==> config.mk <==
export PLATFORM = sky130hd
export DESIGN_NAME = rbt_cell
export DESIGN_NICKNAME = d
export VERILOG_FILES = /design/src/hdl/ranked_ballot_tally_unit_macros.svh /design/src/hdl/rbt_pkg.sv /design/src/hdl/rbt_cell.sv
export SDC_FILE = /design/constraint.sdc
export NUM_CORES = 1
export LEC_CHECK = 0
export BUFFER_PORTS_ARGS = -buffer_cell sky130_fd_sc_hd__buf_2
export CAP_MARGIN = 20
export CORE_MARGIN = 2
export CORE_UTILIZATION = 28
export DETAILED_ROUTE_END_ITERATION = 8
export GPL_ROUTABILITY_DRIVEN = 0
export MAX_ROUTING_LAYER = met4
export PLACE_DENSITY = 0.56
export SLEW_MARGIN = 15
export SYNTH_ARGS = -nofsm -noshare
export SYNTH_HDL_FRONTEND = slang
export SYNTH_SLANG_ARGS = --single-unit
==> constraint.sdc <==
create_clock -name clk -period 2.4 [get_ports clk]
set_clock_uncertainty 0.15 [all_clocks]
set_input_delay 0.36 -clock clk [delete_from_list [all_inputs] [get_ports clk]]
set_output_delay 0.36 -clock clk [all_outputs]
set_load 0.02 [all_outputs]
==> src/hdl/ranked_ballot_tally_unit_macros.svh <==
// Assertion macros shared by the tally unit RTL.
`ifndef RANKED_BALLOT_TALLY_UNIT_MACROS_SVH
`define RANKED_BALLOT_TALLY_UNIT_MACROS_SVH

`ifndef ASSERT_OFF

// Same-cycle implication, clocked on clk, off during reset.
`define RBT_ASSERT_SAME(lbl, ante, cons, msg) \
	lbl: assert property (@(posedge clk) disable iff (!arst_n) (ante) |-> (cons)) \
		else $error(msg);

// Next-cycle implication, clocked on clk, off during reset.
`define RBT_ASSERT_NEXT(lbl, ante, cons, msg) \
	lbl: assert property (@(posedge clk) disable iff (!arst_n) (ante) |=> (cons)) \
		else $error(msg);

`else

`define RBT_ASSERT_SAME(lbl, ante, cons, msg)
`define RBT_ASSERT_NEXT(lbl, ante, cons, msg)

`endif

`endif

==> src/hdl/rbt_pkg.sv <==
// Types and constants shared by the ranked ballot tally RTL.
`timescale 1ns / 1ps
package rbt_pkg;

	localparam int MAX_CANDIDATES_DEF = 8;
	localparam int COUNT_WIDTH_DEF = 16;

	localparam int ID_W = 3;
	localparam int ID_SPAN = 8;
	localparam int CFG_W = 4;
	localparam int POS_W = 3;
	localparam int SCORE_W = 20;

	localparam logic [CFG_W-1:0] CFG_RESET = 4'd3;
	localparam logic [CFG_W-1:0] CFG_MIN = 4'd2;
	localparam logic [POS_W-1:0] POS_LAST = 3'd7;

	typedef enum logic [1:0] {
		S_IDLE,
		S_WALK,
		S_EMIT
	} state_t;

	// Broadcast from the top to every cell for one accepted word.
	typedef struct packed {
		logic               hit;
		logic [ID_W-1:0]    id;
		logic [POS_W-1:0]   pts;
		logic               close;
		logic [ID_SPAN-1:0] old_seen;
		logic [ID_SPAN-1:0] new_seen;
		logic [ID_SPAN-1:0] active;
	} entry_t;

	// Running winners handed from cell to cell.
	typedef struct packed {
		logic [SCORE_W-1:0] best_score;
		logic [ID_W-1:0]    best_idx;
		logic               found;
		logic [ID_W-1:0]    cond_idx;
	} token_t;

	typedef struct packed {
		logic busy;
		logic load;
		logic last;
		logic clear;
	} seq_ctl_t;

endpackage

==> src/hdl/rbt_cell.sv <==
// One candidate cell: Borda score, its pairwise row and column, winner token stage.
`timescale 1ns / 1ps
module rbt_cell #(
	parameter int CELLS = rbt_pkg::MAX_CANDIDATES_DEF,
	parameter int COUNT_WIDTH = rbt_pkg::COUNT_WIDTH_DEF,
	parameter int CELL_INDEX = 0
) (
	input  logic                         clk,
	input  logic                         arst_n,
	input  rbt_pkg::entry_t              entry,
	input  logic                         clear,
	input  rbt_pkg::token_t              tok_in,
	output rbt_pkg::token_t              tok_out,
	output logic [rbt_pkg::SCORE_W-1:0]  score
);
	import rbt_pkg::*;

	localparam logic [ID_W-1:0] MY_ID = ID_W'(CELL_INDEX);

	// row_q[o]: times this candidate ranked above o; col_q[o]: times o ranked above it
	logic [COUNT_WIDTH-1:0] row_q [CELLS];
	logic [COUNT_WIDTH-1:0] col_q [CELLS];
	logic [CELLS-1:0]       row_inc;
	logic [CELLS-1:0]       col_inc;
	logic [SCORE_W-1:0]     score_q;
	logic [SCORE_W:0]       score_sum;
	logic                   score_hit;
	logic                   beats;
	token_t                 tok_next;
	token_t                 token_q;

	always_comb begin
		for (int o = 0; o < CELLS; o++) begin
			row_inc[o] = entry.active[CELL_INDEX] && entry.active[o] &&
				((entry.hit && entry.old_seen[CELL_INDEX] && entry.id == ID_W'(o)) ||
				 (entry.close && entry.new_seen[CELL_INDEX] && !entry.new_seen[o]));
			col_inc[o] = entry.active[CELL_INDEX] && entry.active[o] &&
				((entry.hit && entry.old_seen[o] && entry.id == MY_ID) ||
				 (entry.close && entry.new_seen[o] && !entry.new_seen[CELL_INDEX]));
		end
	end

	assign score_hit = entry.hit && entry.id == MY_ID;
	assign score_sum = {1'b0, score_q} + (SCORE_W+1)'(entry.pts);

	always_ff @(posedge clk or negedge arst_n) begin
		if (!arst_n) begin
			score_q <= '0;
			for (int o = 0; o < CELLS; o++) begin
				row_q[o] <= '0;
				col_q[o] <= '0;
			end
		end else if (clear) begin
			score_q <= '0;
			for (int o = 0; o < CELLS; o++) begin
				row_q[o] <= '0;
				col_q[o] <= '0;
			end
		end else begin
			if (score_hit) begin
				score_q <= score_sum[SCORE_W] ? '1 : score_sum[SCORE_W-1:0];
			end
			// saturate: hold at all ones
			for (int o = 0; o < CELLS; o++) begin
				if (row_inc[o] && row_q[o] != '1) begin
					row_q[o] <= row_q[o] + COUNT_WIDTH'(1);
				end
				if (col_inc[o] && col_q[o] != '1) begin
					col_q[o] <= col_q[o] + COUNT_WIDTH'(1);
				end
			end
		end
	end

	// strictly ahead of every other candidate in use
	always_comb begin
		beats = 1'b1;
		for (int o = 0; o < CELLS; o++) begin
			if (o != CELL_INDEX && entry.active[o] && !(row_q[o] > col_q[o])) begin
				beats = 1'b0;
			end
		end
	end

	always_comb begin
		tok_next = tok_in;
		if (entry.active[CELL_INDEX]) begin
			if (score_q > tok_in.best_score) begin
				tok_next.best_score = score_q;
				tok_next.best_idx = MY_ID;
			end
			if (!tok_in.found && beats) begin
				tok_next.found = 1'b1;
				tok_next.cond_idx = MY_ID;
			end
		end
	end

	always_ff @(posedge clk) begin
		token_q <= tok_next;
	end

	assign tok_out = token_q;
	assign score = score_q;

endmodule

After elaboration in Yosys (flattened, before gate mapping)
Index checks and enable logic that the tools add are counted.
- register bits after elaboration: 303
- bits in latches: 0
- bits in writable memories: 0
- ROM bits: 0
- input bits: 62
- output and inout bits: 47
- memories: 0
- add/sub/neg operators: 17
- multiply operators: 0
- div/mod/pow operators: 0
- magnitude comparators: 8
- equal/unequal tests: 23
- shifts and indexed selects: 0
- mux-type cells: 31
- bitwise logic cells: 0
- reductions and logical operators: 142
- operators by type and width (operator ; count):
    16-bit by 1-bit adder with 16-bit output, second input constant ; 16
    128-bit 2-to-1 mux ; 2
    16-bit 2-to-1 mux ; 16
    16-bit inequality test, second input constant ; 16
    16-bit > comparator ; 7
    1-bit logical AND ; 93
    20-bit 2-to-1 mux ; 3
    2-bit nonzero test ; 17
    27-bit 2-to-1 mux ; 1
    23-bit 2-to-1 mux ; 1
    20-bit by 3-bit adder with 21-bit output ; 1
    20-bit > comparator ; 1
    1-bit zero test ; 16
    1-bit logical OR ; 15
    3-bit equality test, second input constant ; 4
    1-bit 2-to-1 mux ; 7
    3-bit by 2-bit equality test with 1-bit output, second input constant ; 2
    4-bit 2-to-1 mux ; 1
    3-bit by 1-bit equality test with 1-bit output, second input constant ; 1
    3-bit zero test ; 1

Depth between registers and ports, before layout
- depth in word-level cells: 13
- depth in mapped cells: 11

Worst setup path after synthesis
No wires, ideal clock.
- path kind: reg2reg
- start: register score_q[16] (netlist: score[16])
- end: register token_q (netlist bit tok_out[10])
- arrival time: 2.284 ns
- data required time: 2.129 ns
- slack: -0.155 ns
- cell stages (with the launch flop): 9
- buffers on the path: 1
- period minus slack after synthesis: 2.555 ns
- path through: dfrtp_1 ha_1 nand4_1 or2_2 a21oi_1 o21ai_0 a31oi_1 buf_2 mux2_2
- RTL lines (element ; line ; source):
    from (decl) ; rbt_cell.sv:25 ; logic [SCORE_W-1:0] score_q;
    from (signal assigned) ; rbt_cell.sv:61 ; score_q <= score_sum[SCORE_W] ? '1 : score_sum[SCORE_W-1:0];
    to (signal assigned) ; rbt_cell.sv:100 ; token_q <= tok_next;
    to (decl) ; rbt_cell.sv:30 ; token_t token_q;

==> metrics <==
setup ws final=-47.99 ps; number of synthesized register bits=271; Die W=248.0 um; synth warn=0; Die Span Y=248.0 um; Synth area leaders=dfrtp_1, ha_1, xnor2_1; Async S/R FF share, synth=90.04%; Cells after Synth=1838; share of cells above drive strength 1=27.31%; peak supply drop=0.0004085 V; Iteration-0 DRC Markers=632; Post-route DRC=0; RSZ-0062 raised after global routing=yes; H-tree Lvls=2; die area=0.06148 mm2; vias in the first global route=14828; PD cells=471.7 mW/mm2; CTS Buffer Depth=3; HPWL after DPL=33.86 mm; Worst-Margin Slew=615.1 ps; hold crit path type=in2reg; syn nets=2050; vias=14592; r2r startpoint=row_q[110]; cell type with the largest total area after synthesis=dfrtp_1; Max Fclk=0.4085 GHz; Setup WS pre-CTS=-385.3 ps; Pleak=10.14 nW; Worst Setup End Kind=register; global-route wire length before repair=75.06 mm; largest net degree at the start of global routing=65; MaxCap Viol Count=0; Skew-Pair Late Insertion Delay=550 ps; CP arrival=2720 ps; CP Capture Point=tok_out[20]; Critical Path RT=2670 ps; most frequent cells after synthesis=dfrtp_1, nor2_1, inv_1; Core Region=0.05891 mm2; mean post-synth cell area=9.067 um2; EDFF count, synth=0; period utilization=102.0%; Final Power=0.01063 W; nature of the critical path startpoint=primary input; Seq/Total Area, Yosys=39.88%; clock slew at reported path FFs=50 ps; status=finished with violations; synth unique cells=73; final hold viol count=0; Site Rows=89; Post-DRT Antenna Nets=0; Post-DP Area=0.02015 mm2; final net count=2460; CTS root buf=clkbuf_16; top_reg_cell synth=dfrtp_1; IO Port Bufs=108; Crit Path Class=in2reg; cts bufs inserted=36; r2r worst-path depth=10; Slew Viols, Final=0; # setup viols final=23; grt ovf=0; failing checks=negative setup slack; Ports=109; Wirelength per Cell=15.18 um; slew margin rel.=58.99%; Worst R2R Setup Slack=-40 ps; initial antenna violation count=2; fillers=5698; r2r endpoint=tok_out[0]; final WL=46.29 mm; Tmin final=2448 ps; Setup crit start=tok_in[19]; aggregate negative setup slack=-672.1 ps; Hold WS=75.64 ps; initial core utilization=28.29%; post-route cell area=0.02254 mm2; Total GRT Usage=15.47%; TritonRoute pass-1 iters=5; Vias/cell=4.786; P&R area growth vs syn=35.24%; CTS tree=built; clk sinks=271; worst-path maximum fanout=6; share of the synthesized area in the top cell type=36.64%; most frequent cell after synthesis=dfrtp_1; Post-Syn Area=0.01666 mm2
[routing by layer]
layer | part of all wire, % | track usage (%)
met3 | 3.8 | 2.671
met5 | 0 | -
met4 | 2.5 | 4.350
met2 | 49 | 25.72
met1 | 45 | 19.27
[worst max-delay path, cell delays in order]
cell	delay [ps]
dlygate4sd3_1	530
buf_2	120
inv_1	50
ha_1	270
nand4_1	60
or2_4	280
a21oi_2	130
o21ai_2	80
a31oi_4	330
buf_6	210
mux2_4	310
[report_power, final]
group          internal (W)  leakage [nW]  switching [W]
sequential          0.00460          3.62      0.0000158
clock               0.00327         0.577        0.00208
combinational      0.000264          5.94       0.000409
total               0.00813          10.1        0.00250
[state kept, by name (all words and copies together), names as in the netlist]
signal   cells
row_q      112
tok_out     27
col_q      112
score       20
[placed cells by master (no fill, tap or decap), types with 29 or more instances in the layout]
cell type and n:
buf_4 289, nor2_1 241, dfrtp_1 237, xnor2_1 140, inv_1 138, ha_1 125
nand2_1 123, buf_2 104, nand4_1 92, a21oi_1 76, nand3_1 69, and3_1 44
o21ai_0 41, xor2_1 40, clkbuf_16 36, nor3_1 29
[final cells by class]
class / instances / area, um2 / area share [%]
Antenna cell: 2 / 5.005 / 0.02221
Clock buffer: 56 / 1066 / 4.730
Clock inverter: 8 / 105.1 / 0.4663
Inverter: 153 / 574.3 / 2.548
Multi-Input combinational cell: 1351 / 9978 / 44.27
Sequential cell: 271 / 6655 / 29.53
Tap cell: 773 / 967.2 / 4.291
Timing Repair Buffer: 435 / 3187 / 14.14
[logic make-up (layout without fill, tap and decap cells)]
logic type / Yosys count / in the layout / share of synthesized area (%)
and+or+nand+nor: 758 / 758 / 23.24
DFF: 271 / 271 / 39.88
AOI/OAI and AO/OA: 234 / 234 / 9.145
buffers and inverters: 216 / 652 / 5.083
xor gates and xnor gates: 180 / 180 / 9.460
adders and majority gates: 150 / 150 / 11.31
muxes: 29 / 29 / 1.885
other: 0 / 2 / 0
[worst min path at each step]
stage               start           to  slack, ps  cells after the start
2_1_floorplan      arst_n     col_q[0]        -90                      0
3_3_place_gp       arst_n     score[1]        170                      1
3_5_place_dp       arst_n     score[0]        170                      1
5_1_grt        tok_in[15]  tok_out[15]         80                      2
4_1_cts             clear    row_q[63]         80                      2
6_report       tok_in[15]  tok_out[15]         80                      2
[metrics by stage]
| stage | util [%] | std cells |
|---|---|---|
| after floorplan | - | 1838 |
| after global placement | 34.21 | 2937 |
| after detailed placement | 34.21 | 2937 |
| after CTS | 37.06 | 3035 |
| after global routing | 38.26 | 3048 |
| final | 38.26 | 3049 |
[repair_timing]
item,4_1_cts,5_1_grt
endpoints found under the setup margin,28,88
setup buffers,6,12
hold buffers,28,0
pin swaps,16,33
cloned,0,2
resized for setup,36,116
hold endpoints to repair,79,0
(Power assumes the default switching activity.)
