File: config.mk
export PLATFORM = sky130hd
export DESIGN_NAME = rbt_seq
export DESIGN_NICKNAME = d
export VERILOG_FILES = /design/src/hdl/ranked_ballot_tally_unit_macros.svh /design/src/hdl/rbt_pkg.sv /design/src/hdl/rbt_seq.sv
export SDC_FILE = /design/constraint.sdc
export NUM_CORES = 1
export LEC_CHECK = 0
export BUFFER_PORTS_ARGS = -buffer_cell sky130_fd_sc_hd__buf_2
export CAP_MARGIN = 10
export CORE_AREA = 3 3 40 42
export CTS_CLUSTER_DIAMETER = 30
export DETAILED_ROUTE_END_ITERATION = 12
export DIE_AREA = 0 0 43 45
export SYNTH_ARGS = -nofsm -noshare
export SYNTH_HDL_FRONTEND = slang
export SYNTH_SLANG_ARGS = --single-unit
File: constraint.sdc
create_clock -name clk -period 3.1 [get_ports clk]
set_clock_uncertainty 0.1 [all_clocks]
set_input_delay 0.31 -clock clk [delete_from_list [all_inputs] [get_ports clk]]
set_output_delay 0.31 -clock clk [all_outputs]
set_load 0.05 [all_outputs]
File: src/hdl/ranked_ballot_tally_unit_macros.svh
// Assertion macros shared by the tally unit RTL.
`ifndef RANKED_BALLOT_TALLY_UNIT_MACROS_SVH
`define RANKED_BALLOT_TALLY_UNIT_MACROS_SVH

`ifndef ASSERT_OFF

// Same-cycle implication, clocked on clk, off during reset.
`define RBT_ASSERT_SAME(lbl, ante, cons, msg) \
	lbl: assert property (@(posedge clk) disable iff (!arst_n) (ante) |-> (cons)) \
		else $error(msg);

// Next-cycle implication, clocked on clk, off during reset.
`define RBT_ASSERT_NEXT(lbl, ante, cons, msg) \
	lbl: assert property (@(posedge clk) disable iff (!arst_n) (ante) |=> (cons)) \
		else $error(msg);

`else

`define RBT_ASSERT_SAME(lbl, ante, cons, msg)
`define RBT_ASSERT_NEXT(lbl, ante, cons, msg)

`endif

`endif

File: src/hdl/rbt_pkg.sv
// Types and constants shared by the ranked ballot tally RTL.
`timescale 1ns / 1ps
package rbt_pkg;

	localparam int MAX_CANDIDATES_DEF = 8;
	localparam int COUNT_WIDTH_DEF = 16;

	localparam int ID_W = 3;
	localparam int ID_SPAN = 8;
	localparam int CFG_W = 4;
	localparam int POS_W = 3;
	localparam int SCORE_W = 20;

	localparam logic [CFG_W-1:0] CFG_RESET = 4'd3;
	localparam logic [CFG_W-1:0] CFG_MIN = 4'd2;
	localparam logic [POS_W-1:0] POS_LAST = 3'd7;

	typedef enum logic [1:0] {
		S_IDLE,
		S_WALK,
		S_EMIT
	} state_t;

	// Broadcast from the top to every cell for one accepted word.
	typedef struct packed {
		logic               hit;
		logic [ID_W-1:0]    id;
		logic [POS_W-1:0]   pts;
		logic               close;
		logic [ID_SPAN-1:0] old_seen;
		logic [ID_SPAN-1:0] new_seen;
		logic [ID_SPAN-1:0] active;
	} entry_t;

	// Running winners handed from cell to cell.
	typedef struct packed {
		logic [SCORE_W-1:0] best_score;
		logic [ID_W-1:0]    best_idx;
		logic               found;
		logic [ID_W-1:0]    cond_idx;
	} token_t;

	typedef struct packed {
		logic busy;
		logic load;
		logic last;
		logic clear;
	} seq_ctl_t;

endpackage

File: src/hdl/rbt_seq.sv
// Sequencer for the end of a tally: winner walk through the chain, then result words.
`timescale 1ns / 1ps
module rbt_seq #(
	parameter int CELLS = rbt_pkg::MAX_CANDIDATES_DEF
) (
	input  logic                      clk,
	input  logic                      arst_n,
	input  logic                      tally_go,
	input  logic [$clog2(CELLS)-1:0]  last_index,
	output rbt_pkg::seq_ctl_t         ctl,
	output logic [$clog2(CELLS)-1:0]  index
);
	import rbt_pkg::*;

	localparam int CNT_W = $clog2(CELLS);
	localparam logic [CNT_W-1:0] WALK_LAST = CNT_W'(CELLS - 1);

	state_t           state_q;
	state_t           state_d;
	logic [CNT_W-1:0] cnt_q;
	logic [CNT_W-1:0] cnt_d;

	always_ff @(posedge clk or negedge arst_n) begin
		if (!arst_n) begin
			state_q <= S_IDLE;
			cnt_q <= '0;
		end else begin
			state_q <= state_d;
			cnt_q <= cnt_d;
		end
	end

	always_comb begin
		state_d = state_q;
		cnt_d = cnt_q;
		ctl = '0;
		unique case (state_q)
			S_IDLE: begin
				if (tally_go) begin
					state_d = S_WALK;
					cnt_d = '0;
				end
			end
			S_WALK: begin
				// walk the winner token along the cell chain until it leaves the last one
				ctl.busy = 1'b1;
				if (cnt_q == WALK_LAST) begin
					state_d = S_EMIT;
					cnt_d = '0;
				end else begin
					cnt_d = cnt_q + CNT_W'(1);
				end
			end
			S_EMIT: begin
				ctl.busy = 1'b1;
				ctl.load = 1'b1;
				ctl.last = cnt_q == last_index;
				if (ctl.last) begin
					state_d = S_IDLE;
					ctl.clear = 1'b1;
					cnt_d = '0;
				end else begin
					cnt_d = cnt_q + CNT_W'(1);
				end
			end
			default: begin
				state_d = S_IDLE;
				cnt_d = '0;
			end
		endcase
	end

	assign index = cnt_q;

endmodule

-- Yosys cells after proc, flatten, opt, wreduce, memory -nomap -nowiden
Index checks and enable logic that the tools add are counted.
- word-level logic and storage cells: 24
- input port bits: 6
- register bits after elaboration: 5
- output and inout bits: 7
- mux-type cells: 11
- reduce and logical (&&, ||, !) cells: 3
- add/sub/neg operators: 1
- equal/unequal tests: 7
- operator list (operator ; count):
    two-way mux 3 bit ; 4
    one-hot mux 3 bit (3 select lines) ; 1
    two-way mux 2 bit ; 3
    inequality test 2 bit (second input constant) ; 3
    one-hot mux 2 bit (3 select lines) ; 1
    adder 3 x 1 -> 3 bit (second input constant) ; 1
    == test 3 bit ; 1
    == test 3 bit (second input constant) ; 1
    AND reduction 3 bit ; 1
    == test 2 x 1 -> 1 bit (second input constant) ; 1
    == test 2 bit (second input constant) ; 1
    zero test 2 bit ; 1
    two-way mux 1 bit ; 2
    OR reduction 2 bit ; 1

-- Logic depth before layout (Yosys ltp)
Gate-level depths: netlist (run 1).
- depth in word-level cells: 3
- mapped depth: 6
- depth with buffers taken out: 6

-- Worst setup path after synthesis (run 1)
No wires, ideal clock.
- path type: flip-flop to output port
- start point: register cnt_q[0] (netlist: index[0])
- end point: output port ctl[1] in the netlist's numbering
- cell stages (with the launch flop): 5
- slack: 0.864 ns
- path buffers: 1
- required time: 2.690 ns
- arrival time: 1.826 ns
- cell sequence: dfrtp_1 > xor2_1 > nor3_1 > and2_1 > buf_4
- RTL lines (element ; line ; RTL):
    start, declared ; rbt_seq.sv:20 ; logic [CNT_W-1:0] cnt_q;
    start signal, assigned ; rbt_seq.sv:29 ; cnt_q <= cnt_d;
    end, declared ; rbt_seq.sv:10 ; output rbt_pkg::seq_ctl_t ctl,

==> run_results.csv, run 1 <==
group,metric,value,unit
clocking,cts_htree_levels,1,
route,postRouteWirelength,725,µm
power_and_ir_drop,p_per_area,767,nW/µm²
logic_synthesis,ys_warn_count,0,
route,vias,313,
floorplan,initial_core_util,0.297,
floorplan,core,1280,µm²
logic_synthesis,synth-simple-area-share,0.180,
sta,hold_violations,0,
floorplan,row_count,13,
setup_path,cp_data_arrival_time,1.50,ns
setup_path,crit_required,2.69,ns
grt,grt_max_degree,6,
clocking,cts_sinks,5,
floorplan,dieArea,1940,µm²
setup_path,endpoint_kind,"primary output",
placement,pre_cts_ws,1.29,ns
clocking,cts_tree,"built",
logic_synthesis,synth_compound_area_frac,0.118,
clocking,clock_path_buffers,2,
placement,hpwl,609,µm
logic_synthesis,syn_area,382,µm²
grt,first_global_vias,320,
sta,timing.setup.tns,0,ns
layout,antennaDiodeCount,0,
layout,nNetsFinal,66,
sta,tightest_slew,0.331,ns
clocking,cts_root_buf,"clkbuf_4",
grt,track_usage,0.0921,
floorplan,num_io_pins,13,
logic_synthesis,post_synth.cell_area_avg,10.3,µm²
clocking,clk_pin_slew,0.04,ns
grt,grt_pass1_wl,1260,µm
job,maxCapViolCount,0,
placement,routabilityCongestion,0.683,
power_and_ir_drop,ir_drop,0.000259,V
layout,drive_above_1_share,0.358,
logic_synthesis,yosys.area_share.adder,0.197,
floorplan,die_height,45,µm
setup_path,worstSetupPathType,"reg2out",
logic_synthesis,synth_top_family_by_area,"adder cells",
route,postRouteAntennaNets,0,
setup_path,critPathLaunchType,"register",
sta,period_share,0.615,
route,drt_iter0_markers,4,
logic_synthesis,synthCells,37,
placement,place_area,453,µm²
run_status,status,"finished clean",
logic_synthesis,seq_area_frac_synth,0.328,
logic_synthesis,synth_nets,49,
logic_synthesis,netlist-cell-type-count,21,
sta,fin_crit,1.91,ns
sta,setup_violations,0,
logic_synthesis,muxShareOfSynthArea,0.0689,
clocking,cts_hold_buf,1,
power_and_ir_drop,power,0.375,mW
logic_synthesis,synth_xor_area_frac,0.0689,
sta,slew_violations,0,
clocking,post_cts_buffers,0,
sta,setup_ws,1.19,ns
sta,relSlewSlack,0.778,
setup_path,critPathMaxFanout,4,
power_and_ir_drop,p_leak,0.265,nW
route,via_per_inst,4.60,
route,dr.pass1.iters,2,
min_path,worst_hold_path_type,"in2reg",
sta,rsz0062_at_grt,"no",
clocking,cts_made_buffers,3,
placement,portBuffers,12,
clocking,cts_resized,0,
placement,place_inst,63,
layout,area_growth,28.2,%
floorplan,die_w,43,µm
grt,gr-total-overflow,0,
route,drc,0,
layout,finalNonFillerCells,68,
clocking,clk_latency,0.24,ns
sta,max_freq,524,MHz
logic_synthesis,synth-seq-cells,5,
grt,antenna_found_initial,0,
layout,post-route-util,0.381,
route,wire_per_inst,10.7,µm
layout,final_area,489,µm²
sta,whs,0.297,ns
[power breakdown]
part	switching, mW	internal, mW
logic	0.129	0.0762
clock network	0.0249	0.0485
registers	0.0151	0.0814
total	0.169	0.206
[worst paths after layout]
kind                       slack, ns  depth (start not counted)    endpoint  startpoint
max reg2reg                     1.30                          6    index[0]    index[0]
min                             0.30                          4    index[2]    tally_go
min reg2reg                     0.45                          1  state_q[0]  state_q[0]
max in group asynchronous       2.45                          2    index[2]      arst_n
min in group asynchronous       0.32                          2    index[0]      arst_n
max                             1.19                          4      ctl[0]    index[2]
[layer usage]
layer / vias up / part of all wire / track usage
li1: 159 / - / -
met1: 143 / 0.47 / 0.105
met2: 7 / 0.45 / 0.120
met3: 4 / 0.040 / 0.0438
met4: 0 / 0.034 / 0.0964
met5: - / 0 / 0
[cell type report]
| class | instances | area [µm²] |
|---|---|---|
| Tap cell | 15 | 18.8 |
| Sequential cell | 5 | 125 |
| Fill cell | 134 | 796 |
| Timing Repair Buffer | 13 | 70.1 |
| Clock buffer | 4 | 26.3 |
| Multi-Input combinational cell | 29 | 241 |
| Inverter | 2 | 7.51 |
[synthesized netlist by cell type]
master / number / share of area
o31ai_2: 1 / 0.033
mux2_2: 1 / 0.030
o21ai_1: 1 / 0.013
a31oi_1: 1 / 0.016
nor2b_1: 3 / 0.049
nor3_1: 1 / 0.013
inv_1: 2 / 0.020
buf_4: 1 / 0.020
mux2_4: 1 / 0.039
nand2b_1: 2 / 0.033
nor2_1: 1 / 0.0098
dfrtp_1: 5 / 0.33
a21oi_1: 1 / 0.013
a22o_1: 1 / 0.023
ha_1: 6 / 0.20
and2_1: 1 / 0.016
xor2_1: 3 / 0.069
a211oi_1: 1 / 0.020
nand3_2: 1 / 0.026
nand2_1: 2 / 0.020
nand3_1: 1 / 0.013
[state kept, by name, summed over array words and instances, names as in the netlist]
signal	cells
index	3
state_q	2
[cells by family (layout without fill, tap and decap cells)]
| kind of cell | after synthesis | in the layout |
|---|---|---|
| and+or+nand+nor | 12 | 12 |
| adders and majority gates | 6 | 6 |
| AOI/OAI and AO/OA | 6 | 6 |
| DFF | 5 | 5 |
| xor gates and xnor gates | 3 | 3 |
| buffers and inverters | 3 | 19 |
| muxes | 2 | 2 |
[cell usage in the layout, fill, tap and decap left out, types with 2 or more instances in the layout]
cell / n
nand2_1: 2
dfrtp_1: 5
buf_2: 12
ha_1: 6
clkbuf_4: 3
xor2_1: 3
nor2b_1: 3
nand2b_1: 2
inv_1: 2
[critical path: stages (launching register included)]
cell	delay, ns
dfrtp_1	0.42
xor2_1	0.18
nor3_1	0.23
and2_1	0.17
buf_2	0.26
No activity file was read; power rests on OpenSTA's default activity.
==> run 2: changes to the inputs <==
Settings changed: ABC_AREA set to 1.
Clock period 3.1 ns to 1.87 ns, I/O delays scaled along.
==> run_results.csv, run 2 <==
group,metric,value,unit
logic_synthesis,synth_nets,67,
grt,track_usage,0.0938,
sta,slew_violations,0,
route,postRouteAntennaNets,0,
route,dr.pass1.iters,4,
route,via_per_inst,4.06,
placement,portBuffers,12,
clocking,cts_resized,0,
layout,fill_cells,130,
sta,setup_violations,0,
power_and_ir_drop,p_per_area,1160,nW/µm²
clocking,cts_tree,"built",
sta,relSlewSlack,0.826,
clocking,clock_path_buffers,2,
clocking,clk_latency,0.23,ns
logic_synthesis,synth_edf_count,0,
clocking,cts_hold_buf,1,
sta,rsz0062_at_grt,"no",
logic_synthesis,synth_area_leader_cell,"dfrtp_1",
route,wire_per_inst,9.20,µm
sta,hold_violations,0,
logic_synthesis,synthCells,55,
setup_path,cpLargestDelayFamily,"buffers and inverters",
floorplan,dieArea,1940,µm²
floorplan,die_height,45,µm
setup_path,cpPeakStageDelay,0.39,ns
logic_synthesis,synth_common_cells,"17 x nand2_1, 11 x inv_1, 6 x ha_1",
min_path,worst_hold_path_type,"in2reg",
grt,gr-total-overflow,0,
grt,first_global_vias,326,
job,maxCapViolCount,0,
grt,grt_max_degree,7,
layout,drive_above_1_share,0.324,
floorplan,row_count,13,
sta,tightest_slew,0.261,ns
setup_path,endpoint_kind,"primary output",
layout,final_cell_mix,"17 x nand2_1, 12 x buf_2, 11 x inv_1",
setup_path,cp_data_arrival_time,1.40,ns
logic_synthesis,post-synth-top-area-fraction,0.299,
logic_synthesis,synth_flop_cell,"dfrtp_1",
setup_path,cp_common_cell,"inv_1",
logic_synthesis,post_synth.cell_area_avg,7.60,µm²
power_and_ir_drop,p_leak,0.321,nW
placement,pre_cts_ws,0.369,ns
setup_path,critPathMaxFanout,3,
placement,hpwl,679,µm
logic_synthesis,synthArstFlopShare,1.00,
power_and_ir_drop,ir_drop,0.000628,V
sta,period_share,0.904,
route,drt_iter0_markers,5,
floorplan,core,1280,µm²
grt,antenna_found_initial,0,
logic_synthesis,netlist-cell-type-count,14,
placement,routabilityCongestion,0.737,
layout,largest_register_ffs,3,
sta,setup_ws,0.180,ns
clocking,cts_sinks,5,
layout,mostFrequentLayoutCell,"nand2_1",
sta,max_freq,592,MHz
logic_synthesis,ys_warn_count,0,
setup_path,worstSetupPathType,"reg2out",
floorplan,num_io_pins,13,
sta,timing.setup.tns,0,ns
route,vias,349,
route,drc,0,
logic_synthesis,netlist_top_cells_area,"dfrtp_1 30%, ha_1 18%, nand2_1 15%",
layout,area_growth,28.1,%
sta,fin_crit,1.69,ns
setup_path,critPathLaunchType,"register",
clocking,clk_pin_slew,0.04,ns
layout,nNetsFinal,84,
clocking,post_cts_buffers,0,
setup_path,crit_required,1.58,ns
floorplan,die_w,43,µm
route,postRouteWirelength,791,µm
logic_synthesis,syn_area,418,µm²
grt,grt_pass1_wl,1300,µm
clocking,cts_htree_levels,1,
logic_synthesis,synth-seq-cells,5,
setup_path,crit_chain,"inv_1 -> ha_2 -> inv_1 -> nor2_4 -> buf_2",
layout,antennaDiodeCount,0,
run_status,status,"finished clean",
floorplan,initial_core_util,0.325,
clocking,cts_root_buf,"clkbuf_4",
setup_path,worst-path-buf-inv,3,
clocking,cts_made_buffers,3,
logic_synthesis,seq_area_frac_synth,0.299,
logic_synthesis,yosysMostFrequentCell,"nand2_1",
setup_path,crit_slowest_cell,"dfrtp_1",
## run 2: routing by layer
metal / share of wire / GRT usage
met5: 0 / 0
met2: 0.46 / 0.144
met4: 0 / 0.0904
met3: 0.072 / 0.0159
met1: 0.47 / 0.110
## run 2: worst paths after layout
| kind | start | end | slack, ns | cells after the start |
|---|---|---|---|---|
| min in group asynchronous | arst_n | index[0] | 0.19 | 2 |
| hold reg to reg | state_q[0] | state_q[0] | 0.42 | 2 |
| hold / removal | tally_go | index[2] | 0.14 | 4 |
| max in group asynchronous | arst_n | index[2] | 1.35 | 2 |
| setup / recovery | state_q[0] | ctl[0] | 0.18 | 5 |
| setup reg to reg | index[0] | state_q[0] | 0.37 | 5 |
## run 2: worst reg2reg max path, cell delays in order, from the launching register on
cell and delay (ns):
dfrtp_1 0.43, ha_1 0.22, ha_1 0.19, or2_1 0.28, nand4_1 0.11, nand2_1 0.07
## run 2: cell type report
class                      count  area [µm²]  area share
clock buffer                   4        26.3      0.0491
sequential                     5         125       0.234
timing repair buffer          13        70.1       0.131
multi-input combinational     38         254       0.474
tap                           15        18.8      0.0350
inverter                      11        41.3      0.0771
## run 2: cells by family (layout without fill, tap and decap cells)
kind of cell | count (synthesis) | after routing | synth area share
buf+inv | 12 | 28 | 0.117
xor+xnor | 1 | 1 | 0.0389
simple gates | 31 | 31 | 0.365
fa+ha+maj | 6 | 6 | 0.180
flops | 5 | 5 | 0.299
## run 2: per-stage QoR
step / power, mW / hold WS [ns] / instances / instance area [µm²] / utilization
6_report: 0.623 / 0.144 / 86 / 536 / 0.417
2_1_floorplan: 0.435 / -0.209 / 55 / 428 / -
4_1_cts: 0.636 / 0.137 / 86 / 536 / 0.417
3_5_place_dp: 0.507 / -0.0958 / 81 / 499 / 0.389
3_3_place_gp: 0.500 / -0.0928 / 81 / 499 / 0.389
5_1_grt: 0.686 / 0.170 / 86 / 536 / 0.417
## run 2: where the power goes
part	switching (mW)	total (mW)	internal [mW]
clock	0.0381	0.118	0.0803
combinational	0.234	0.339	0.106
sequential	0.0307	0.165	0.134
